`src/hdl/capture_period_to_rpm_macros.svh`:
```
// ---------------------------------------------------------------------------
// capture_period_to_rpm assertion macros
// shared concurrent assertion wrappers, clocked on clk_i, off during reset
// ---------------------------------------------------------------------------
`ifndef CAPTURE_PERIOD_TO_RPM_MACROS_SVH
`define CAPTURE_PERIOD_TO_RPM_MACROS_SVH

// implication checked every clock edge while out of reset
`define CPR_ASSERT_IMPL(lbl, ante, cons, msg) \
  lbl: assert property (@(posedge clk_i) disable iff (!rst_ni) (ante) |-> (cons)) \
    else $error(msg);

// consequence checked in the cycle after the antecedent
`define CPR_ASSERT_NEXT(lbl, ante, cons, msg) \
  lbl: assert property (@(posedge clk_i) disable iff (!rst_ni) (ante) |=> (cons)) \
    else $error(msg);

`endif

```
`src/hdl/cprpm_pkg.sv`:
```
// ---------------------------------------------------------------------------
// cprpm_pkg
// shared types and constants of the capture period to rpm tachometer
// ---------------------------------------------------------------------------
package cprpm_pkg;

  localparam int unsigned NUM_W     = 32;
  localparam int unsigned RPM_W     = 16;
  localparam int unsigned CAP_W     = 16;
  localparam int unsigned OVF_W     = 16;
  localparam int unsigned DIV_STEPS = NUM_W;
  localparam int unsigned STEP_W    = $clog2(DIV_STEPS);
  localparam int unsigned ADDR_W    = 2;

  localparam logic [NUM_W-1:0]  NUMERATOR_RESET = 32'd60000000;
  localparam logic [RPM_W-1:0]  RPM_MAX         = '1;
  localparam logic [OVF_W-1:0]  OVF_MAX         = '1;
  localparam logic [ADDR_W-1:0] ADDR_RATE_NUMERATOR = 2'd0;

  // event kinds carried in the input tuser
  localparam logic CMD_OVERFLOW = 1'b0;
  localparam logic CMD_CAPTURE  = 1'b1;

  // controller to datapath
  typedef struct packed {
    logic overflow_inc;
    logic capture_load;
    logic div_step;
    logic out_load;
  } cprpm_cmd_t;

  // datapath to controller
  typedef struct packed {
    logic period_zero;
  } cprpm_status_t;

endpackage

```
`src/hdl/cprpm_datapath.sv`:
```
// ---------------------------------------------------------------------------
// cprpm_datapath
// period forming, event state, 32-step restoring divider, result register
// ---------------------------------------------------------------------------
module cprpm_datapath import cprpm_pkg::*; #(
  parameter int unsigned CAPTURE_BITS = 16
) (
  input  logic              clk_i,
  input  logic              rst_ni,
  input  cprpm_cmd_t        cmd_i,
  output cprpm_status_t     status_o,
  input  logic [CAP_W-1:0]  capture_value_i,
  input  logic              cfg_write_i,
  input  logic [NUM_W-1:0]  cfg_wdata_i,
  output logic [NUM_W-1:0]  rate_numerator_o,
  output logic [RPM_W-1:0]  rpm_o,
  output logic              saturated_o
);

  localparam logic [CAP_W-1:0] CapMask =
    (CAPTURE_BITS >= CAP_W) ? {CAP_W{1'b1}} : CAP_W'((64'd1 << CAPTURE_BITS) - 64'd1);

  logic [NUM_W-1:0] numerator_q;
  logic [OVF_W-1:0] ovf_q, ovf_d;
  logic [CAP_W-1:0] last_q, last_d;
  logic [NUM_W-1:0] divisor_q, divisor_d;
  logic [NUM_W-1:0] rem_q, rem_d;
  logic [NUM_W-1:0] quo_q, quo_d;
  logic [RPM_W-1:0] rpm_q, rpm_d;
  logic             sat_q, sat_d;

  logic [CAP_W-1:0] cap;
  logic [NUM_W-1:0] diff;
  logic [63:0]      ovf_wide;
  logic [NUM_W-1:0] period;
  logic [NUM_W:0]   trial;

  // period = overflows shifted past the capture width plus the capture delta
  assign cap      = capture_value_i & CapMask;
  assign diff     = {{(NUM_W-CAP_W){1'b0}}, cap} - {{(NUM_W-CAP_W){1'b0}}, last_q};
  assign ovf_wide = 64'(ovf_q) << CAPTURE_BITS;
  assign period   = ovf_wide[NUM_W-1:0] + diff;

  assign status_o.period_zero = (period == '0);

  // one restoring step: shift in the next dividend bit, try the subtract
  assign trial = {rem_q, quo_q[NUM_W-1]} - {1'b0, divisor_q};

  always_comb begin
    ovf_d     = ovf_q;
    last_d    = last_q;
    divisor_d = divisor_q;
    rem_d     = rem_q;
    quo_d     = quo_q;
    rpm_d     = rpm_q;
    sat_d     = sat_q;
    if (cmd_i.overflow_inc && ovf_q != OVF_MAX) begin
      ovf_d = ovf_q + OVF_W'(1);
    end
    if (cmd_i.capture_load) begin
      ovf_d     = '0;
      last_d    = cap;
      divisor_d = period;
      rem_d     = '0;
      quo_d     = numerator_q;
    end
    if (cmd_i.div_step) begin
      if (trial[NUM_W]) begin
        rem_d = {rem_q[NUM_W-2:0], quo_q[NUM_W-1]};
        quo_d = {quo_q[NUM_W-2:0], 1'b0};
      end else begin
        rem_d = trial[NUM_W-1:0];
        quo_d = {quo_q[NUM_W-2:0], 1'b1};
      end
    end
    if (cmd_i.out_load) begin
      if (divisor_q == '0 || quo_q[NUM_W-1:RPM_W] != '0) begin
        rpm_d = RPM_MAX;
        sat_d = 1'b1;
      end else begin
        rpm_d = quo_q[RPM_W-1:0];
        sat_d = 1'b0;
      end
    end
  end

  always_ff @(posedge clk_i or negedge rst_ni) begin
    if (!rst_ni) begin
      numerator_q <= NUMERATOR_RESET;
      ovf_q       <= '0;
      last_q      <= '0;
    end else begin
      if (cfg_write_i) begin
        numerator_q <= cfg_wdata_i;
      end
      ovf_q  <= ovf_d;
      last_q <= last_d;
    end
  end

  always_ff @(posedge clk_i) begin
    divisor_q <= divisor_d;
    rem_q     <= rem_d;
    quo_q     <= quo_d;
    rpm_q     <= rpm_d;
    sat_q     <= sat_d;
  end

  assign rate_numerator_o = numerator_q;
  assign rpm_o            = rpm_q;
  assign saturated_o      = sat_q;

endmodule

```
`src/hdl/cprpm_ctrl.sv`:
```
// ---------------------------------------------------------------------------
// cprpm_ctrl
// sequencer for event intake, divider steps and result handoff
// ---------------------------------------------------------------------------
`include "capture_period_to_rpm_macros.svh"

module cprpm_ctrl import cprpm_pkg::*; (
  input  logic          clk_i,
  input  logic          rst_ni,
  input  logic          s_valid_i,
  input  logic          s_command_i,
  output logic          s_ready_o,
  output logic          m_valid_o,
  input  logic          m_ready_i,
  input  cprpm_status_t status_i,
  output cprpm_cmd_t    cmd_o
);

  typedef enum logic [1:0] {
    S_IDLE,
    S_DIV,
    S_HOLD
  } state_e;

  localparam logic [STEP_W-1:0] LastStep = STEP_W'(DIV_STEPS - 1);

  state_e            state_q, state_d;
  logic [STEP_W-1:0] step_q, step_d;
  logic              m_valid_q, m_valid_d;
  logic              accept;
  logic              out_free;

  assign s_ready_o = (state_q == S_IDLE);
  assign accept    = s_valid_i && s_ready_o;
  assign out_free  = !m_valid_q || m_ready_i;

  always_comb begin
    state_d            = state_q;
    step_d             = step_q;
    cmd_o              = '0;
    cmd_o.overflow_inc = accept && (s_command_i == CMD_OVERFLOW);
    cmd_o.capture_load = accept && (s_command_i == CMD_CAPTURE);
    m_valid_d          = m_valid_q && !m_ready_i;
    case (state_q)
      S_IDLE: begin
        step_d = '0;
        if (cmd_o.capture_load) begin
          state_d = status_i.period_zero ? S_HOLD : S_DIV;
        end
      end
      S_DIV: begin
        cmd_o.div_step = 1'b1;
        step_d = step_q + STEP_W'(1);
        if (step_q == LastStep) begin
          state_d = S_HOLD;
        end
      end
      S_HOLD: begin
        if (out_free) begin
          cmd_o.out_load = 1'b1;
          m_valid_d      = 1'b1;
          state_d        = S_IDLE;
        end
      end
      default: begin
        state_d = S_IDLE;
      end
    endcase
  end

  always_ff @(posedge clk_i or negedge rst_ni) begin
    if (!rst_ni) begin
      state_q   <= S_IDLE;
      step_q    <= '0;
      m_valid_q <= 1'b0;
    end else begin
      state_q   <= state_d;
      step_q    <= step_d;
      m_valid_q <= m_valid_d;
    end
  end

  assign m_valid_o = m_valid_q;

  `CPR_ASSERT_IMPL(a_load_into_free_slot, cmd_o.out_load, !m_valid_q || m_ready_i, "result overwritten")
  `CPR_ASSERT_NEXT(a_div_ends_in_hold, state_q == S_DIV && step_q == LastStep, state_q == S_HOLD, "divider overran")
  `CPR_ASSERT_NEXT(a_capture_starts_div, cmd_o.capture_load && !status_i.period_zero, state_q == S_DIV && step_q == '0, "capture did not start division")
  `CPR_ASSERT_NEXT(a_zero_period_skips, cmd_o.capture_load && status_i.period_zero, state_q == S_HOLD, "zero period not short-cut")

endmodule

```
`src/hdl/capture_period_to_rpm.sv`:
```
// ---------------------------------------------------------------------------
// capture_period_to_rpm
// tachometer: timer capture period to revolutions per minute
// ---------------------------------------------------------------------------
// Events arrive on the input stream: tuser 0 is a timer overflow, which
// bumps a saturating 16-bit overflow count and produces no output transfer;
// tuser 1 is a capture edge whose timer value sits in tdata. A capture forms
// period = overflows * 2^CAPTURE_BITS + (capture - last capture), mod 2^32,
// clears the overflow count, keeps the capture as the new reference and
// divides rate_numerator (APB address 0, reset 60000000) by the period.
// The output transfer carries rpm in tdata and a saturated flag in tuser;
// the flag is set with rpm 65535 when the quotient does not fit 16 bits or
// the period is zero. An overflow event leaves the block ready for the next
// event. A capture holds the block: the cycle it is accepted in latches the
// period, 32 steps of the bit-serial restoring divider follow (one quotient
// bit per clock) and the hold state registers the result; a zero period
// skips the divider and goes from acceptance straight to the hold state.
// The next event is accepted as soon as the result is registered, while
// that result still waits on the output side; a capture that finishes
// while the previous result is still waiting holds until that result is
// taken.
// ---------------------------------------------------------------------------
module capture_period_to_rpm import cprpm_pkg::*; #(
  parameter int unsigned CAPTURE_BITS = 16
) (
  input  logic              clk_i,
  input  logic              rst_ni,
  // event input stream
  input  logic              s_axis_tvalid,
  output logic              s_axis_tready,
  input  logic [15:0]       s_axis_tdata,   // [15:0] capture_value
  input  logic              s_axis_tuser,   // [0] command
  // result output stream
  output logic              m_axis_tvalid,
  input  logic              m_axis_tready,
  output logic [15:0]       m_axis_tdata,   // [15:0] rpm
  output logic              m_axis_tuser,   // [0] saturated
  // configuration port
  input  logic              psel,
  input  logic              penable,
  input  logic              pwrite,
  input  logic [ADDR_W-1:0] paddr,
  input  logic [31:0]       pwdata,
  output logic [31:0]       prdata,
  output logic              pready
);

  cprpm_cmd_t       cmd;
  cprpm_status_t    status;
  logic             cfg_write;
  logic [NUM_W-1:0] rate_numerator;

  // register writes land on the access cycle, no wait states
  assign pready    = 1'b1;
  assign cfg_write = psel && penable && pwrite && pready && (paddr == ADDR_RATE_NUMERATOR);
  assign prdata    = (paddr == ADDR_RATE_NUMERATOR) ? rate_numerator : '0;

  // sequencer: intake, divider stepping, output slot handoff
  cprpm_ctrl u_ctrl (
    .clk_i       (clk_i),
    .rst_ni      (rst_ni),
    .s_valid_i   (s_axis_tvalid),
    .s_command_i (s_axis_tuser),
    .s_ready_o   (s_axis_tready),
    .m_valid_o   (m_axis_tvalid),
    .m_ready_i   (m_axis_tready),
    .status_i    (status),
    .cmd_o       (cmd)
  );

  // period, event state, divider and result register
  cprpm_datapath #(
    .CAPTURE_BITS (CAPTURE_BITS)
  ) u_datapath (
    .clk_i            (clk_i),
    .rst_ni           (rst_ni),
    .cmd_i            (cmd),
    .status_o         (status),
    .capture_value_i  (s_axis_tdata),
    .cfg_write_i      (cfg_write),
    .cfg_wdata_i      (pwdata),
    .rate_numerator_o (rate_numerator),
    .rpm_o            (m_axis_tdata),
    .saturated_o      (m_axis_tuser)
  );

endmodule

```
`config.mk`:
```
export PLATFORM = sky130hd
export DESIGN_NAME = capture_period_to_rpm
export DESIGN_NICKNAME = d
export VERILOG_FILES = /design/src/hdl/cprpm_pkg.sv /design/src/hdl/cprpm_datapath.sv /design/src/hdl/cprpm_ctrl.sv /design/src/hdl/capture_period_to_rpm.sv
export VERILOG_INCLUDE_DIRS = /design/src /design/src/hdl
export SDC_FILE = /design/constraint.sdc
export NUM_CORES = 1
export LEC_CHECK = 0
export BUFFER_PORTS_ARGS = -buffer_cell sky130_fd_sc_hd__buf_2
export CAP_MARGIN = 20
export CORE_UTILIZATION = 54
export CTS_BUF_LIST = sky130_fd_sc_hd__clkbuf_16
export CTS_CLUSTER_DIAMETER = 100
export CTS_CLUSTER_SIZE = 10
export DETAILED_ROUTE_END_ITERATION = 16
export HOLD_SLACK_MARGIN = 0.1
export PLACE_DENSITY = 0.77
export SYNTH_ARGS = -nofsm -noshare
export SYNTH_HDL_FRONTEND = slang
export SYNTH_HIERARCHICAL = 1
export SYNTH_SLANG_ARGS = --single-unit
```
`constraint.sdc`:
```
create_clock -name clk_i -period 5.3 [get_ports clk_i]
set_clock_uncertainty 0.05 [all_clocks]
set_input_delay 0.53 -clock clk_i [delete_from_list [all_inputs] [get_ports clk_i]]
set_output_delay 0.53 -clock clk_i [all_outputs]
set_load 0.05 [all_outputs]
```
# After elaboration in Yosys (flattened, before gate mapping)
# Index checks and enable logic that the tools add are counted.
# word_totals
reg_bits	185
wordCells	66
# classes
n_addsub	5
n_reduce_logical	21
n_eq_ne	7
n_mux	21
bitwise_logic	1
# op_table
op	count
two-way mux 32 bit	6
zero test 32 bit	2
subtractor 33 x 32 -> 33 bit	1
adder 32 bit	1
two-way mux 16 bit	2
subtractor 16 x 16 -> 17 bit	1
adder 16 x 1 -> 16 bit, second input constant	1
inequality test 16 bit, second input constant	1
nonzero test 16 bit	1
case mux 5 bit (2 select lines)	1
logical AND 1 bit	8
two-way mux 2 bit	4
two-way mux 1 bit	7
case mux 2 bit (3 select lines)	1
nonzero test 2 bit	3
adder 5 x 1 -> 5 bit, second input constant	1
== test 5 bit, second input constant	1
zero test 2 bit	2
inequality test 2 x 1 -> 1 bit, second input constant	2
AND reduction 3 bit	1
== test 2 x 1 -> 1 bit, second input constant	1
== test 2 bit, second input constant	1
zero test 1 bit	2
logical OR 1 bit	2
2 further kinds	2

# Depth between registers and ports, before layout
# logic_depth
ltp_word	6
mapped_depth	24
mapped_depth_nobuf	24

# Modules after synthesis
# The synthesis kept the hierarchy.
# by_module_without_submodules
module	n_inst	area_each_um2	cells_each
cprpm_datapath	1	10437.5	946
cprpm_ctrl	1	407.9	40
capture_period_to_rpm	1	294.0	39

# Worst setup path before layout
# No wires, ideal clock.
# synth_timing
path_type	input -> register
startpoint	input port s_axis_tdata[2]
endpoint	register u_ctrl.state_q[0]
path_stages	20
arrival_ns	5.411
setup_time_ns	0.120
slack_ns	-0.282
t_required_ns	5.130
path_cell_list	ha_1 nor2b_1 o31a_1 o21ba_2 o21a_1 o41ai_2 o21ai_0 inv_1 ha_1 inv_1 fa_1 inv_1 or4_1 or3_4 or4_1 nor4_2 o2111ai_1 nor4b_2 or3_1 a21oi_1
# synth_between
elab_chain_len	6
# synth_lines
element	line_no	rtl
from (decl)	capture_period_to_rpm.sv:31	input logic [15:0] s_axis_tdata,
subtractor 16 x 16 -> 17 bit	cprpm_datapath.sv:40	assign diff = {{(NUM_W-CAP_W){1'b0}}, cap} - {{(NUM_W-CAP_W){1'b0}}, last_q};
adder 32 bit	cprpm_datapath.sv:42	assign period = ovf_wide[NUM_W-1:0] + diff;
via u_datapath.period[17]	cprpm_datapath.sv:35	logic [NUM_W-1:0] period;
zero test 32 bit	cprpm_datapath.sv:44	assign status_o.period_zero = (period == '0);
via status	capture_period_to_rpm.sv:49	cprpm_status_t status;
two-way mux 2 bit	cprpm_ctrl.sv:48	state_d = status_i.period_zero ? S_HOLD : S_DIV;
two-way mux 2 bit	cprpm_ctrl.sv:47	if (cmd_o.capture_load) begin
case mux 2 bit (3 select lines)	cprpm_ctrl.sv:44	case (state_q)
to (signal assigned)	cprpm_ctrl.sv:77	state_q <= state_d;
to (decl)	cprpm_ctrl.sv:27	state_e state_q, state_d;
# The timed path passes the listed nets, and every way through them passes these cells. The select of a mux whose other input is x is not followed.
# A chain may end at the register's enable or synchronous reset.

# Final worst setup path
# layout_timing
startpoint	register u_datapath.last_q[0]
endpoint	register u_ctrl.state_q[0]
# layout_between
elab_chain_len	6
# layout_lines
element	line_no	rtl
from (decl)	cprpm_datapath.sv:25	logic [CAP_W-1:0] last_q, last_d;
from (signal assigned)	cprpm_datapath.sv:97	last_q <= last_d;
subtractor 16 x 16 -> 17 bit	cprpm_datapath.sv:40	
adder 32 bit	cprpm_datapath.sv:42	
via u_datapath.period[17]	cprpm_datapath.sv:35	
zero test 32 bit	cprpm_datapath.sv:44	
via status	capture_period_to_rpm.sv:49	
two-way mux 2 bit	cprpm_ctrl.sv:48	
two-way mux 2 bit	cprpm_ctrl.sv:47	
case mux 2 bit (3 select lines)	cprpm_ctrl.sv:44	
# The timed path passes the listed nets, and every way through them passes these cells. The select of a mux whose other input is x is not followed.

==> results.py <==
metrics = {
    "timing": {
        "fin_crit_sh": 0.989,
        "maxSlewHeadroom": 0.370,
        "finalSetupViolations": 0,
        "fmaxAchievable_mhz": 191,
        "layout_setup_ws_ns": 0.0559,
        "worst_slew_pin_slew_ns": 0.945,
        "slew_violations": 0,
        "finalSetupTns_ns": 0,
        "min_period_ns": 5.24,
        "hold_violations": 0,
    },
    "yosys": {
        "synth_top_family_by_area": "simple AND/OR/NAND/NOR gates",
        "synth_nets": 1152,
        "yosysWarnings": 6,
        "synth_area_per_cell_sq_um": 10.9,
        "ys_seq_area_frac": 0.467,
        "synth_xor_area_frac": 0.0456,
        "ys_ff_latch": 185,
        "synth_common_cells": "edfxtp_1, inv_1, ha_1",
        "synth_compound_area_frac": 0.125,
        "netlist.area_leader.share": 0.305,
        "synth.most_common_cell": "edfxtp_1",
        "synth_top_area_cell": "edfxtp_1",
        "synth-simple-area-share": 0.149,
        "syn_area_sq_um": 11100,
        "ys.flop_type": "edfxtp_1",
        "synth_mux_area_frac": 0.0927,
        "syn_inst": 1025,
        "yosys-top-cells-area": "edfxtp_1, dfrtp_1, ha_1",
        "yosysUniqueCellTypes": 77,
        "async_reset_ff_frac": 0.389,
        "synthAdderAreaFrac": 0.0795,
        "synth_edf_count": 113,
    },
    "worst_setup_path": {
        "start_kind": "register",
        "timing.rr.start": "u_datapath/last_q[0]",
        "max_stage_delay_ns": 0.52,
        "path_max_fanout": 3,
        "setup.worst_path.end_class": "register",
        "crit_buf_inv": 3,
        "path_class": "reg2reg",
        "arrival_ns": 5.50,
        "crit_family": "simple AND/OR/NAND/NOR gates",
        "path_cells": "ha_4, fa_2, nor2b_4, o31a_1, o21ba_4, o21a_1, o41ai_4, o21ai_2, inv_2, ha_4, inv_1, fa_2, inv_1, or4_4, or3_4, or4_4, nor4_4, o2111ai_2, nor4b_4, or3_4, a21oi_2",
        "crit_slowest_cell": "fa_2",
        "required_ns": 5.56,
        "crit_start": "u_datapath/last_q[0]",
    },
    "drt": {
        "wl_per_cell_um": 15.5,
        "first_pass_iters": 5,
        "ant_nets": 0,
        "route.detailed.drc": 0,
        "drt-initial-drc-count": 512,
        "vias": 7996,
        "routed_via_density": 5.56,
        "totalWireLength_um": 22400,
    },
    "layout": {
        "seq_area_sq_um": 5210,
        "area_delta_synth_final_pct": 15.5,
        "final_util": 0.636,
        "nets": 1282,
        "multi_input_area_sq_um": 5640,
        "diodes": 0,
        "drive_gt1_frac": 0.276,
        "fill_cells": 1570,
    },
    "floorplanning": {
        "ios": 110,
        "core-area_sq_um": 20200,
        "die_area_sq_um": 21200,
        "die_x_um": 146,
        "num_rows": 52,
        "dieHeight_um": 146,
        "start_util": 0.551,
    },
    "global_routing": {
        "use_met1": 0.290,
        "grt_usage": 0.217,
        "grt_pass1_wl_um": 37100,
        "grt_pass1_vias": 7693,
        "grt_start_max_net_pins": 81,
        "use_met3": 0.0373,
        "grt_overflow": 0,
        "antenna_found_initial": 0,
        "grt-busiest-layer": "met2",
        "use_met2": 0.354,
    },
    "cts": {
        "cts-hold-fix-buffers": 0,
        "root_buffer": "clkbuf_16",
        "clkTransAtPathRegs_ns": 0.08,
        "cts_buffers": 17,
        "cts_tree": "yes",
        "clk_latency_ns": 0.44,
        "ctsLongestPathBuffers": 2,
        "cts_sinks": 185,
        "htreeDepth": 4,
    },
    "placement": {
        "io_buffers": 108,
        "dp_slack_ns": -0.156,
        "gp_congestion": 0.875,
        "dpl.hpwl_um": 15700,
    },
    "pwr": {
        "powerDensity_nw_per_um2": 536,
        "irDropWorstVdd_mv": 0.350,
        "leakage_nw": 5.52,
    },
    "min_path": {
        "hp-class": "in2async",
    },
    "job": {
        "drv_cap": 0,
    },
    "status": {
        "status": "completed",
    },
}
worst paths after layout:
| path | depth (start not counted) | endpoint | slack (ns) |
|---|---|---|---|
| worst min register to register | 1 | u_ctrl/step_q[2] | 0.46 |
| worst min-delay path | 2 | u_datapath/rate_numerator_o[11] | 0.24 |
| worst max register to register | 21 | u_ctrl/state_q[0] | 0.06 |
| worst max-delay path | 21 | u_ctrl/state_q[0] | 0.06 |
| min in group clk_i | 3 | u_datapath/rate_numerator_o[0] | 0.26 |
| max in group asynchronous | 2 | u_datapath/last_q[2] | 4.31 |
layout by cell type (no fill, tap or decap), drive strengths merged, types with 35 or more instances in the layout:
cell,count
a21oi,56
and2,38
buf,137
dfrtp,62
edfxtp,113
ha,66
inv,88
mux2,65
nand2,54
nor2,63
nor2b,35
o21ai,56
xnor2,43
cell families after synthesis:
family,after synthesis
AO/OA/AOI/OAI,211
multiplexers,95
XOR/XNOR,58
other,1
buffers and inverters,103
adder cells (fa/ha/maj),69
AND/OR/NAND/NOR,303
flip-flops,185
report_power, final:
| part | internal (mW) | total [mW] | switching (mW) |
|---|---|---|---|
| clock network | 0.661 | 1.33 | 0.672 |
| logic | 1.44 | 3.18 | 1.74 |
| registers | 2.13 | 2.38 | 0.243 |
worst register-to-register path: cells and delay by family (launching register included):
| family | cells | cell delay (ns) |
|---|---|---|
| AND/OR/NAND/NOR | 7 | 2.08 |
| AO/OA/AOI/OAI | 7 | 1.35 |
| adder cells (fa/ha/maj) | 4 | 1.03 |
| flip-flops | 1 | 0.40 |
| buffers and inverters | 3 | 0.19 |
stage by stage:
stage	power [mW]	cells	hold slack (ns)	cell area, sq um
global placement	5.35	1402	0.450	12100
global route	7.35	1438	0.248	12900
detailed placement	5.44	1402	0.459	12100
CTS	6.80	1434	0.255	12700
floorplan	4.76	1025	0.184	11200
finish	6.89	1438	0.235	12900
registers in the layout, indices dropped and copies added (netlist names):
register,count
u_ctrl/m_valid_o,1
u_ctrl/state_q,2
u_ctrl/step_q,5
u_datapath/divisor_q,32
u_datapath/last_q,16
u_datapath/ovf_q,16
u_datapath/quo_q,32
u_datapath/rate_numerator_o,32
u_datapath/rem_q,32
u_datapath/rpm_o,16
u_datapath/saturated_o,1
final cells by class:
cell class                      count  area share
Inverter                           77      0.0225
Multi-Input combinational cell    737       0.438
Clock buffer                       17      0.0331
Sequential cell                   185       0.405
Clock inverter                     15      0.0160
Timing Repair Buffer              137      0.0592
Tap cell                          270      0.0263
repair_timing:
action / 4_1_cts / 5_1_grt
endpoints found under the setup margin: 0 / 2
resized for setup: 0 / 22
buffers inserted: 0 / 4
per-layer routing:
metal | up-vias | wire length [um]
met4 | 0 | 455
met5 | - | 0
li1 | 3970 | -
met2 | 157 | 10700
met3 | 28 | 761
met1 | 3841 | 10400
Power figures use the tool's default switching activity.
